--- src/rtl/krl_pkg.sv ---
package krl_pkg;

  localparam int unsigned TABLE_ENTRIES = 64;
  localparam int unsigned IDX_W = (TABLE_ENTRIES > 1) ? $clog2(TABLE_ENTRIES) : 1;
  localparam int unsigned CNT_W = $clog2(TABLE_ENTRIES + 1);
  localparam int unsigned SLOT_OUT_W = 6;
  localparam logic [5:0] KEY_MAX_LEN = 6'd33;

  typedef struct packed {
    logic [63:0] word0;
    logic [63:0] word1;
    logic [63:0] word2;
    logic [63:0] word3;
    logic [7:0]  byte32;
    logic [5:0]  len;
    logic [31:0] seen;
  } entry_t;

  typedef struct packed {
    logic             load;
    logic             rd_en;
    logic [IDX_W-1:0] rd_addr;
    logic             wr_en;
    logic [IDX_W-1:0] wr_addr;
  } cmd_t;

  typedef struct packed {
    logic             cmp_vld;
    logic [IDX_W-1:0] cmp_idx;
    logic             hit;
    logic             ok;
    logic [IDX_W-1:0] min_idx;
  } sts_t;

  function automatic logic [63:0] word_mask(input logic [1:0] w, input logic [5:0] len);
    logic [63:0] m;
    logic [5:0]  idx;
    m = '0;
    for (int b = 0; b < 8; b++) begin
      idx = {1'b0, w, 3'(b)};
      m[63-8*b -: 8] = (idx < len) ? 8'hFF : 8'h00;
    end
    return m;
  endfunction

endpackage

--- src/rtl/krl_ctrl.sv ---
module krl_ctrl
  import krl_pkg::*;
(
  input  logic                  clk_i,
  input  logic                  rst_ni,
  input  logic                  in_valid_i,
  output logic                  in_stall_o,
  output logic                  out_valid_o,
  input  logic                  out_stall_i,
  output logic                  admitted_o,
  output logic                  found_existing_o,
  output logic [SLOT_OUT_W-1:0] slot_index_o,
  output logic                  evicted_o,
  output cmd_t                  cmd_o,
  input  sts_t                  sts_i
);

  typedef enum logic [2:0] {
    S_IDLE,
    S_SCAN,
    S_PICK,
    S_WRITE,
    S_RESP
  } state_e;

  state_e           state_q;
  logic [CNT_W-1:0] count_q;
  logic [IDX_W-1:0] addr_q;
  logic             issue_done_q;
  logic [IDX_W-1:0] slot_q;
  logic             admitted_q;
  logic             found_q;
  logic             evicted_q;
  logic [CNT_W-1:0] last_idx;
  logic             full;

  assign last_idx = count_q - CNT_W'(1);
  assign full     = (count_q == CNT_W'(TABLE_ENTRIES));

  always_comb begin
    cmd_o.load    = (state_q == S_IDLE) && in_valid_i;
    cmd_o.rd_en   = (state_q == S_SCAN) && !issue_done_q;
    cmd_o.rd_addr = addr_q;
    cmd_o.wr_en   = (state_q == S_WRITE);
    cmd_o.wr_addr = slot_q;
  end

  assign in_stall_o       = (state_q != S_IDLE);
  assign out_valid_o      = (state_q == S_RESP);
  assign admitted_o       = admitted_q;
  assign found_existing_o = found_q;
  assign slot_index_o     = SLOT_OUT_W'(slot_q);
  assign evicted_o        = evicted_q;

  always_ff @(posedge clk_i or negedge rst_ni) begin
    if (!rst_ni) begin
      state_q      <= S_IDLE;
      count_q      <= '0;
      addr_q       <= '0;
      issue_done_q <= 1'b0;
      slot_q       <= '0;
      admitted_q   <= 1'b0;
      found_q      <= 1'b0;
      evicted_q    <= 1'b0;
    end else begin
      case (state_q)
        S_IDLE: begin
          if (in_valid_i) begin
            addr_q       <= '0;
            issue_done_q <= 1'b0;
            state_q      <= (count_q == '0) ? S_PICK : S_SCAN;
          end
        end
        S_SCAN: begin
          if (cmd_o.rd_en) begin
            addr_q <= addr_q + IDX_W'(1);
            if (CNT_W'(addr_q) == last_idx) begin
              issue_done_q <= 1'b1;
            end
          end
          if (sts_i.cmp_vld) begin
            if (sts_i.hit) begin
              found_q    <= 1'b1;
              admitted_q <= sts_i.ok;
              evicted_q  <= 1'b0;
              slot_q     <= sts_i.cmp_idx;
              state_q    <= sts_i.ok ? S_WRITE : S_RESP;
            end else if (CNT_W'(sts_i.cmp_idx) == last_idx) begin
              state_q <= S_PICK;
            end
          end
        end
        S_PICK: begin
          found_q    <= 1'b0;
          admitted_q <= 1'b1;
          evicted_q  <= full;
          if (full) begin
            slot_q <= sts_i.min_idx;
          end else begin
            slot_q  <= count_q[IDX_W-1:0];
            count_q <= count_q + CNT_W'(1);
          end
          state_q <= S_WRITE;
        end
        S_WRITE: begin
          state_q <= S_RESP;
        end
        S_RESP: begin
          if (!out_stall_i) begin
            state_q <= S_IDLE;
          end
        end
        default: begin
          state_q <= S_IDLE;
        end
      endcase
    end
  end

endmodule

--- config.mk ---
export PLATFORM = sky130hd
export DESIGN_NAME = krl_ctrl
export DESIGN_NICKNAME = d
export VERILOG_FILES = /design/src/rtl/krl_pkg.sv /design/src/rtl/krl_ctrl.sv
export SDC_FILE = /design/constraint.sdc
export NUM_CORES = 1
export LEC_CHECK = 0
export ABC_AREA = 1
export BUFFER_PORTS_ARGS = -buffer_cell sky130_fd_sc_hd__buf_4
export CAP_MARGIN = 20
export CORE_MARGIN = 8
export CORE_UTILIZATION = 53
export CTS_CLUSTER_SIZE = 28
export DETAILED_ROUTE_END_ITERATION = 8
export PLACE_DENSITY = 0.8
export SYNTH_ARGS = -nofsm -noshare
export SYNTH_HDL_FRONTEND = slang
export SYNTH_SLANG_ARGS = --single-unit
--- constraint.sdc ---
create_clock -name clk_i -period 1.75 [get_ports clk_i]
set_input_delay 0 -clock clk_i [delete_from_list [all_inputs] [get_ports clk_i]]
set_output_delay 0 -clock clk_i [all_outputs]
set_load 0.02 [all_outputs]
==> impl_metrics.ini, run 1 <==
[worst_setup_path]
start_kind = flop
worst-path-stages = 9
r2r_slack_ns = 0.16
r2r-start = count_q[0]
cp_num_buf_inv = 2
critPathTopFamily = simple AND/OR/NAND/NOR gates
max_stage_delay_ns = 0.38
cp_data_arrival_time_ns = 1.82
cp-end-kind = flop
crit_type = flop to flop
r2r-end = count_q[3]
cp_slowest_cell = dfrtp_1
critPathLaunch = count_q[0]
crit_required_ns = 1.98
crit_chain = inv_2 > ha_1 > nand2_2 > nor3_2 > inv_2 > nand2_4 > nor2_1 > nand3_1 > xor2_1
reg2reg_depth = 9
crit_end = count_q[3]
critPathMaxFanout = 5
path_common_cell = inv_2

[place]
dp_hpwl_um = 3337
io_buffers = 44
place_ws_ns = 0.09705
place_congestion = 0.9623

[route]
drt_drc_violations_left = 0
wl_um = 4546
met3_length_um = 295
antenna_left = 0
num_vias = 1728
vias_per_cell = 4.994
wl_per_cell_um = 13.14
wl_met1_um = 1986
routed.top_layer = met4
dr_wl_met2_um = 2171
drtIter0Drc = 118
drtPass1Iterations = 4

[synthesis]
synth_nets = 261
synth_area_per_cell_um2 = 7.434
ys_ff_latch = 26
yosys_warnings = 0
yosysUniqueCellTypes = 34
syn_inst = 238
syn-cell-area_um2 = 1769
yosysSeqAreaShare = 0.3678

[die]
start_util = 0.5430
io_pins = 45
die_area_um2 = 5443
coreArea_um2 = 3258
dieWidth_um = 73.78
die_h_um = 73.78
rows = 21

[job]
maxCapViolations = 0

[layout]
regArea_um2 = 650.6
final_util = 0.7220
num_antenna_cells = 0
drive_gt1_frac = 0.2733
multi_input_area_um2 = 955.9
syn_to_final_growth_pct = 32.96
nets = 324
fillCellCount = 280

[global_routing]
antenna_found_initial = 0
grt_start_max_net_pins = 27
grt_pass1_vias = 1594
gr-usage-all-layers = 0.1714
grt_pass1_wl_um = 7383
overflow = 0

[power]
vdd_drop_max_mv = 0.8869
leakagePower_uw = 0.001187
cellPowerDensity_nw_per_um2 = 1696

[sta]
fin_crit_sh = 0.9107
worst_slack_ns = 0.1562
tns_ns = 0
finalHoldViolCount = 0
setup_viol = 0
min_period_ns = 1.594
skew_ns = 0.01233
rsz0062_at_grt = no
fmax_mhz = 627.5
slew_violations = 0
tightest_slew_ns = 0.3396
slew_headroom = 0.7736

[cts]
cts_tree = yes
clock_sinks = 26
clk_latency_ns = 0.33
cts_buffers = 3
path_clk_slew_ns = 0.15
cts-htree-levels = 1
cts_buffer_depth = 2
clock-root-buffer = clkbuf_4

[outcome]
status = completed

[worst_hold_path]
min-delay-path-class = primary input to async pin
## cell usage in the layout, fill, tap and decap left out, types with 4 or more instances in the layout
master / n
nand2_2: 5
dlygate4sd3_1: 16
inv_1: 24
nor2_1: 33
nand3_1: 13
buf_4: 50
dfrtp_1: 26
xor2_1: 12
a21oi_1: 11
inv_2: 7
nor3_1: 4
o21ai_0: 6
nand2_1: 56
nor2_2: 4
## worst reg2reg max path: stages, from the launching register on
cell     delay [ns]
dfrtp_1        0.38
inv_2          0.08
ha_1           0.22
nand2_2        0.10
nor3_2         0.05
inv_2          0.10
nand2_4        0.08
nor2_1         0.22
nand3_1        0.13
xor2_1         0.15
## how the worst min path moves through the flow
stage | from | to | slack [ns] | cells past startpoint
3_5_place_dp | rst_ni | found_existing_o | -0.07 | 1
6_report | rst_ni | found_existing_o | 0.08 | 2
2_1_floorplan | rst_ni | addr_q[0] | -0.30 | 0
5_1_grt | sts_i[2] | slot_index_o[2] | 0.11 | 5
4_1_cts | sts_i[2] | slot_index_o[2] | 0.08 | 5
3_3_place_gp | rst_ni | found_existing_o | -0.07 | 1
## layer usage
metal  vias to the layer above  track usage
met1                       788       0.2157
met2                        59       0.2795
met5                         -            0
li1                        872            -
met3                         9      0.03683
met4                         0      0.05987
## registers in the layout (all words and copies together) (netlist names)
signal	flops
count_q	7
addr_q	6
slot_index_o	6
state_q	3
admitted_o	1
evicted_o	1
found_existing_o	1
issue_done_q	1
## power by group
part | internal, µW | leakage [µW] | switching (µW) | total (µW)
Clock | 127 | 0.0000210 | 184 | 311
Combinational | 1050 | 0.000838 | 1560 | 2610
Sequential | 829 | 0.000327 | 239 | 1070
## synthesized netlist by cell type, drive strengths merged
library cell	number	area, µm²
or2	1	8.760
a41oi	3	26.28
a31oi	1	6.260
inv	31	116.4
nor3b	2	20.02
xnor2	2	17.52
nand3b	1	7.510
nand2	63	264.0
a21oi	11	55.05
nand4	2	12.51
xor2	12	105.1
nor3	5	30.03
o22ai	1	6.260
o211ai	1	7.510
nor2	40	180.2
ha	4	50.05
dfrtp	26	650.6
buf	8	61.30
a22o	1	8.760
o21ai	9	60.06
nand3	14	75.07
## metrics by stage
step	total power [µW]	std cells	hold slack, ns	area (µm²)
detailed placement	3540	324	-0.07163	2126
global route	4333	346	0.1138	2352
floorplan	2836	238	-0.2956	1769
CTS	3890	344	0.08370	2322
finish	3989	346	0.08487	2352
global placement	3497	324	-0.07230	2126
## cell families (layout without fill, tap and decap cells)
group | after synthesis | in the layout | synth area share
and+or+nand+nor | 128 | 128 | 0.3380
buffers and inverters | 39 | 101 | 0.1004
AOI/OAI and AO/OA | 27 | 27 | 0.09619
DFF | 26 | 26 | 0.3677
xor gates and xnor gates | 14 | 14 | 0.06931
adders and majority gates | 4 | 4 | 0.02829
## cell type report
cell class,instances,area share
Multi-Input combinational cell,173,0.4064
Timing Repair Buffer,66,0.2277
Tap cell,46,0.02447
Sequential cell,26,0.2766
Inverter,31,0.04947
Clock buffer,4,0.01543
## timing repair
action,in CTS,in global routing
buffers inserted,0,2
endpoints found under the setup margin,0,4
resized for setup,0,4
hold buffers,16,0
endpoints found under the hold margin,35,0
Note: power is estimated with default switching activity, not from simulation.
==> inputs of run 2 (changes only) <==
--- a/config.mk
+++ b/config.mk
@@ -8,11 +8,14 @@
 export ABC_AREA = 1
 export BUFFER_PORTS_ARGS = -buffer_cell sky130_fd_sc_hd__buf_4
 export CAP_MARGIN = 20
+export CELL_PAD_IN_SITES_DETAIL_PLACEMENT = 1
+export CELL_PAD_IN_SITES_GLOBAL_PLACEMENT = 1
 export CORE_MARGIN = 8
-export CORE_UTILIZATION = 53
+export CORE_UTILIZATION = 38
 export CTS_CLUSTER_SIZE = 28
 export DETAILED_ROUTE_END_ITERATION = 8
-export PLACE_DENSITY = 0.8
+export PLACE_DENSITY_LB_ADDON = 0.1
+export SLEW_MARGIN = 30
 export SYNTH_ARGS = -nofsm -noshare
 export SYNTH_HDL_FRONTEND = slang
 export SYNTH_SLANG_ARGS = --single-unit
==> run 2 against run 1 <==
Sequential share of layout area up 1.0 points. Critical endpoint unchanged. Core utilization down 23 points. Final cell count down 1.2%. Routed wire length up 14%. Design area down 3.2%. Register-to-register slack worse by 0.04 ns. Sequential cell count unchanged. Die area up 30%. Highest routed layer unchanged. Clock skew down 0.0054 ns.
==> impl_metrics.ini, run 2 (same netlist as run 1, synthesis figures left out) <==
[die]
start_util = 0.3848
io_pins = 45
dieWidth_um = 84.24
die_area_um2 = 7096
rows = 25
coreArea_um2 = 4598
die_h_um = 84.24

[global_routing]
grt_pass1_wl_um = 8935
grt_start_max_net_pins = 27
antenna_found_initial = 0
grt_pass1_vias = 1897
overflow = 0
gr-usage-all-layers = 0.1505

[place]
io_buffers = 44
place_congestion = 0.8222
dp_hpwl_um = 4076
dpl_cell_area_um2 = 2136

[worst_hold_path]
whs_endpoint = admitted_o
min-delay-path-class = primary input to flop
hold_path_depth = 3
hold_start = sts_i[6]

[layout]
syn_to_final_growth_pct = 28.64
fillCellCount = 591
regArea_um2 = 653.1
finalInstanceArea_um2 = 2276
multi_input_area_um2 = 963.4
drive_gt1_frac = 0.2917
num_antenna_cells = 0
regMostFlops = count_q
nets = 312
final_common_cell = nand2_1
mostFrequentLayoutCells = nand2_1, buf_4, nor2_1, inv_1, dfrtp_1
largest_register_ffs = 7

[route]
wl_per_cell_um = 15.14
drtIter0Drc = 42
drt_drc_violations_left = 0
drtPass1Iterations = 4
antenna_left = 0
wl_um = 5177
num_vias = 1667
vias_per_cell = 4.874

[sta]
setup_viol = 0
slew_headroom = 0.7672
tightest_slew_ns = 0.3493
fin_crit_sh = 0.9338
min_period_ns = 1.634
fmax_mhz = 612.0
finalHoldViolCount = 0
slew_violations = 0
rsz0062_at_grt = yes
skew_ns = 0.006947

[worst_setup_path]
cp-end-kind = flop
r2r_slack_ns = 0.12
crit_required_ns = 1.92
crit_type = flop to flop
cp_data_arrival_time_ns = 1.81
critPathMaxFanout = 7
r2r-start = count_q[0]
reg2reg_depth = 9
start_kind = flop
r2r-end = count_q[3]

[power]
cellPowerDensity_nw_per_um2 = 1808
p_total_uw = 4115
leakagePower_uw = 0.001142
vdd_drop_max_mv = 0.7064

[outcome]
status = completed

[cts]
path_clk_slew_ns = 0.10
cts_buffer_depth = 2
clk_latency_ns = 0.28
clock_sinks = 26
cts-htree-levels = 1
cts_buffers = 3
cts_tree = yes
clock-root-buffer = clkbuf_8

[job]
maxCapViolations = 0
run 2: worst max-delay path by stage:
stage / from / to / slack (ns) / cells past startpoint
2_1_floorplan: count_q[0] / state_q[0] / 0.16 / 10
3_3_place_gp: count_q[1] / state_q[0] / 0.14 / 13
3_5_place_dp: count_q[1] / state_q[0] / 0.07 / 13
4_1_cts: count_q[1] / state_q[2] / 0.006 / 11
5_1_grt: count_q[0] / count_q[3] / -0.05 / 9
6_report: count_q[0] / count_q[3] / 0.12 / 9
run 2: area by class of cell:
cell class                 count  share of cell area
clock buffer                   4             0.02419
inverter                      31             0.05223
multi-input combinational    173              0.4233
sequential                    26              0.2870
tap                           54             0.02969
timing repair buffer          54              0.1836
run 2: where the power goes:
| part | switching (µW) | internal, µW |
|---|---|---|
| registers | 239 | 835 |
| logic | 1600 | 1040 |
| clock network | 202 | 202 |
| total | 2040 | 2070 |
run 2: timing repair:
action                                  in CTS  in global routing
buffers inserted                             0                  1
hold endpoints to repair                    29                  0
resized for setup                            0                  8
endpoints found under the setup margin       0                  6
hold buffers                                 5                  0
run 2: per-stage QoR:
stage          hold slack [ns]  cells   TNS, ns  setup WS (ns)    util
3_5_place_dp          -0.06377    332         0        0.07134  0.4645
2_1_floorplan          -0.2956    238         0         0.1590       -
4_1_cts               0.003091    341         0       0.006108  0.4873
5_1_grt                0.03152    342  -0.05360       -0.05360  0.4950
3_3_place_gp          -0.06310    332         0         0.1432  0.4645
6_report              0.003547    342         0         0.1159  0.4950
run 2: critical path, stage by stage (launching register included):
cell     delay (ns)
dfrtp_1        0.40
inv_4          0.07
ha_1           0.20
nand2_2        0.08
nor3_2         0.05
inv_2          0.11
nand2_4        0.08
nor2_1         0.23
nand3_1        0.14
xor2_1         0.16
run 2: metal layers:
layer | vias to the layer above | part of all wire | GRT usage
met5 | - | 0 | 0
met3 | 7 | 0.045 | 0.03195
met4 | 0 | 0.013 | 0.04082
li1 | 849 | - | -
met2 | 27 | 0.50 | 0.2674
met1 | 784 | 0.44 | 0.1762
==> inputs of run 3 (changes only) <==
--- a/config.mk
+++ b/config.mk
@@ -6,16 +6,17 @@
 export NUM_CORES = 1
 export LEC_CHECK = 0
 export ABC_AREA = 1
-export BUFFER_PORTS_ARGS = -buffer_cell sky130_fd_sc_hd__buf_4
 export CAP_MARGIN = 20
 export CELL_PAD_IN_SITES_DETAIL_PLACEMENT = 1
 export CELL_PAD_IN_SITES_GLOBAL_PLACEMENT = 1
 export CORE_MARGIN = 8
-export CORE_UTILIZATION = 38
+export CORE_UTILIZATION = 45
 export CTS_CLUSTER_SIZE = 28
 export DETAILED_ROUTE_END_ITERATION = 8
+export DONT_BUFFER_PORTS = 1
 export PLACE_DENSITY_LB_ADDON = 0.1
 export SLEW_MARGIN = 30
 export SYNTH_ARGS = -nofsm -noshare
 export SYNTH_HDL_FRONTEND = slang
 export SYNTH_SLANG_ARGS = --single-unit
+export TNS_END_PERCENT = 20
==> run 3 against run 2 <==
Sequential cell count is the same. Via count shrank 2.5%. Setup slack lost 0.0048 ns. Clock-buffer cell count is the same. Clock power shrank 3%. First-iteration DRC count grew 4.8%. Register-to-register slack is essentially flat. Clock skew shrank 0.0036 ns. Design area shrank 6.7%. Critical path type is now flop to output pin. Largest power group unchanged.
==> impl_metrics.ini, run 3 (same netlist as run 1, synthesis figures left out) <==
[power]
seq_power_share = 0.352
clockPowerShare = 0.102
vdd_drop_max_mv = 0.6158
p_switching_uw = 2009
p_int_uw = 1847
cellPowerDensity_nw_per_um2 = 1816
comb_power_share = 0.546
switching_share = 0.5210
leakagePower_uw = 0.001013

[worst_setup_path]
critPathTopFamily = simple AND/OR/NAND/NOR gates
cp_num_buf_inv = 1
start_kind = flop
max_stage_delay_ns = 0.46
cp_slowest_cell = dfrtp_1
crit_type = flop to output pin
crit_chain = nor2_2 > nand2_2 > nor2_1 > buf_4
r2r_slack_ns = 0.13
cp_data_arrival_time_ns = 1.64
cp-end-kind = output pin
crit_required_ns = 1.75
critPathMaxFanout = 6

[global_routing]
overflow = 0
antenna_found_initial = 0
gr-usage-all-layers = 0.1724
grt_start_max_net_pins = 27
grt_pass1_vias = 1788
grt_pass1_wl_um = 8652

[die]
coreArea_um2 = 3716
io_pins = 45
die_h_um = 78.70
start_util = 0.4761
dieWidth_um = 78.70
die_area_um2 = 6194
rows = 22

[layout]
largest_register_ffs = 7
mostFrequentLayoutCells = nand2_1, nor2_1, inv_1, dfrtp_1, dlygate4sd3_1
final_util = 0.5714
drive_gt1_frac = 0.2015
final_common_cell = nand2_1
fin_cells = 311
finalInstanceArea_um2 = 2123
nets = 287
regMostFlops = count_q
syn_to_final_growth_pct = 20.01
num_antenna_cells = 0

[route]
wl_um = 5312
antenna_left = 0
drt_drc_violations_left = 0
drtIter0Drc = 44
wl_per_cell_um = 17.08
num_vias = 1625
drtPass1Iterations = 4
vias_per_cell = 5.225

[sta]
tightest_slew_ns = 0.4668
rsz0062_at_grt = no
fin_crit_sh = 0.9365
finalHoldViolCount = 0
tns_ns = 0
slew_headroom = 0.6876
min_period_ns = 1.639
holdWs_ns = 0.04821
skew_ns = 0.003360
fmax_mhz = 610.2
slew_violations = 0
setup_viol = 0

[place]
io_buffers = 0
dpl_cell_area_um2 = 1821
place_congestion = 0.8848
dp.cells = 285
dp_hpwl_um = 4017

[outcome]
status = completed

[cts]
path_clk_slew_ns = 0.09
cts_tree = yes
clk_latency_ns = 0.27
cts-htree-levels = 1
cts_buffer_depth = 2
clock_sinks = 26
clock-root-buffer = clkbuf_8
cts_buffers = 3

[job]
maxCapViolations = 0

[worst_hold_path]
min-delay-path-class = primary input to flop
-- run 3: power by group through the flow --
stage               logic [µW]  clock network [µW]  registers (µW)
floorplan                 1640                   0            1200
global placement          1790                   0            1360
detailed placement        1880                   0            1380
CTS                       1930                 409            1360
global route              2350                 421            1410
finish                    2110                 393            1360
-- run 3: worst paths after layout --
path | startpoint | endpoint | cells after the start
min reg2reg | count_q[6] | count_q[6] | 1
min in group asynchronous | rst_ni | count_q[2] | 2
max | state_q[1] | cmd_o[14] | 4
max reg2reg | count_q[0] | count_q[3] | 9
max in group asynchronous | rst_ni | count_q[3] | 2
min | sts_i[2] | slot_index_o[2] | 4
-- run 3: cell type report --
class	instances	area, µm²
multi-input cells	173	965.9
clock buffers	4	55.05
flip-flops and latches	26	655.6
inverters	31	116.4
repair buffers	29	270.3
well taps	48	60.06
fillers	480	1593
-- run 3: metrics by stage --
step | power (µW) | setup WS, ns
final | 3856 | 0.1111
after global routing | 4180 | 0.004886
after CTS | 3706 | 0.04659
after detailed placement | 3254 | 0.07025
after global placement | 3148 | 0.1376
after floorplan | 2836 | 0.1590
-- run 3: metal layers --
layer / GRT usage / part of all wire / up-vias
met1: 0.2027 / 0.42 / 781
li1: - / - / 797
met4: 0.05185 / 0.015 / 0
met5: 0 / 0 / -
met3: 0.03266 / 0.054 / 8
met2: 0.3090 / 0.52 / 39
-- run 3: what timing repair did --
action / 4_1_cts / 5_1_grt
setup endpoints to repair: 0 / 8
resized for setup: 0 / 12
endpoints found under the hold margin: 35 / 0
hold buffers: 17 / 0
setup buffers: 0 / 5
-- run 3: worst reg2reg max path: stages, from the launching register on --
cell and delay, ns:
dfrtp_1 0.38, inv_2 0.07, ha_1 0.21, nand2_2 0.09, nor3_2 0.05, inv_2 0.11
nand2_4 0.09, nor2_1 0.22, nand3_1 0.14, xor2_1 0.16
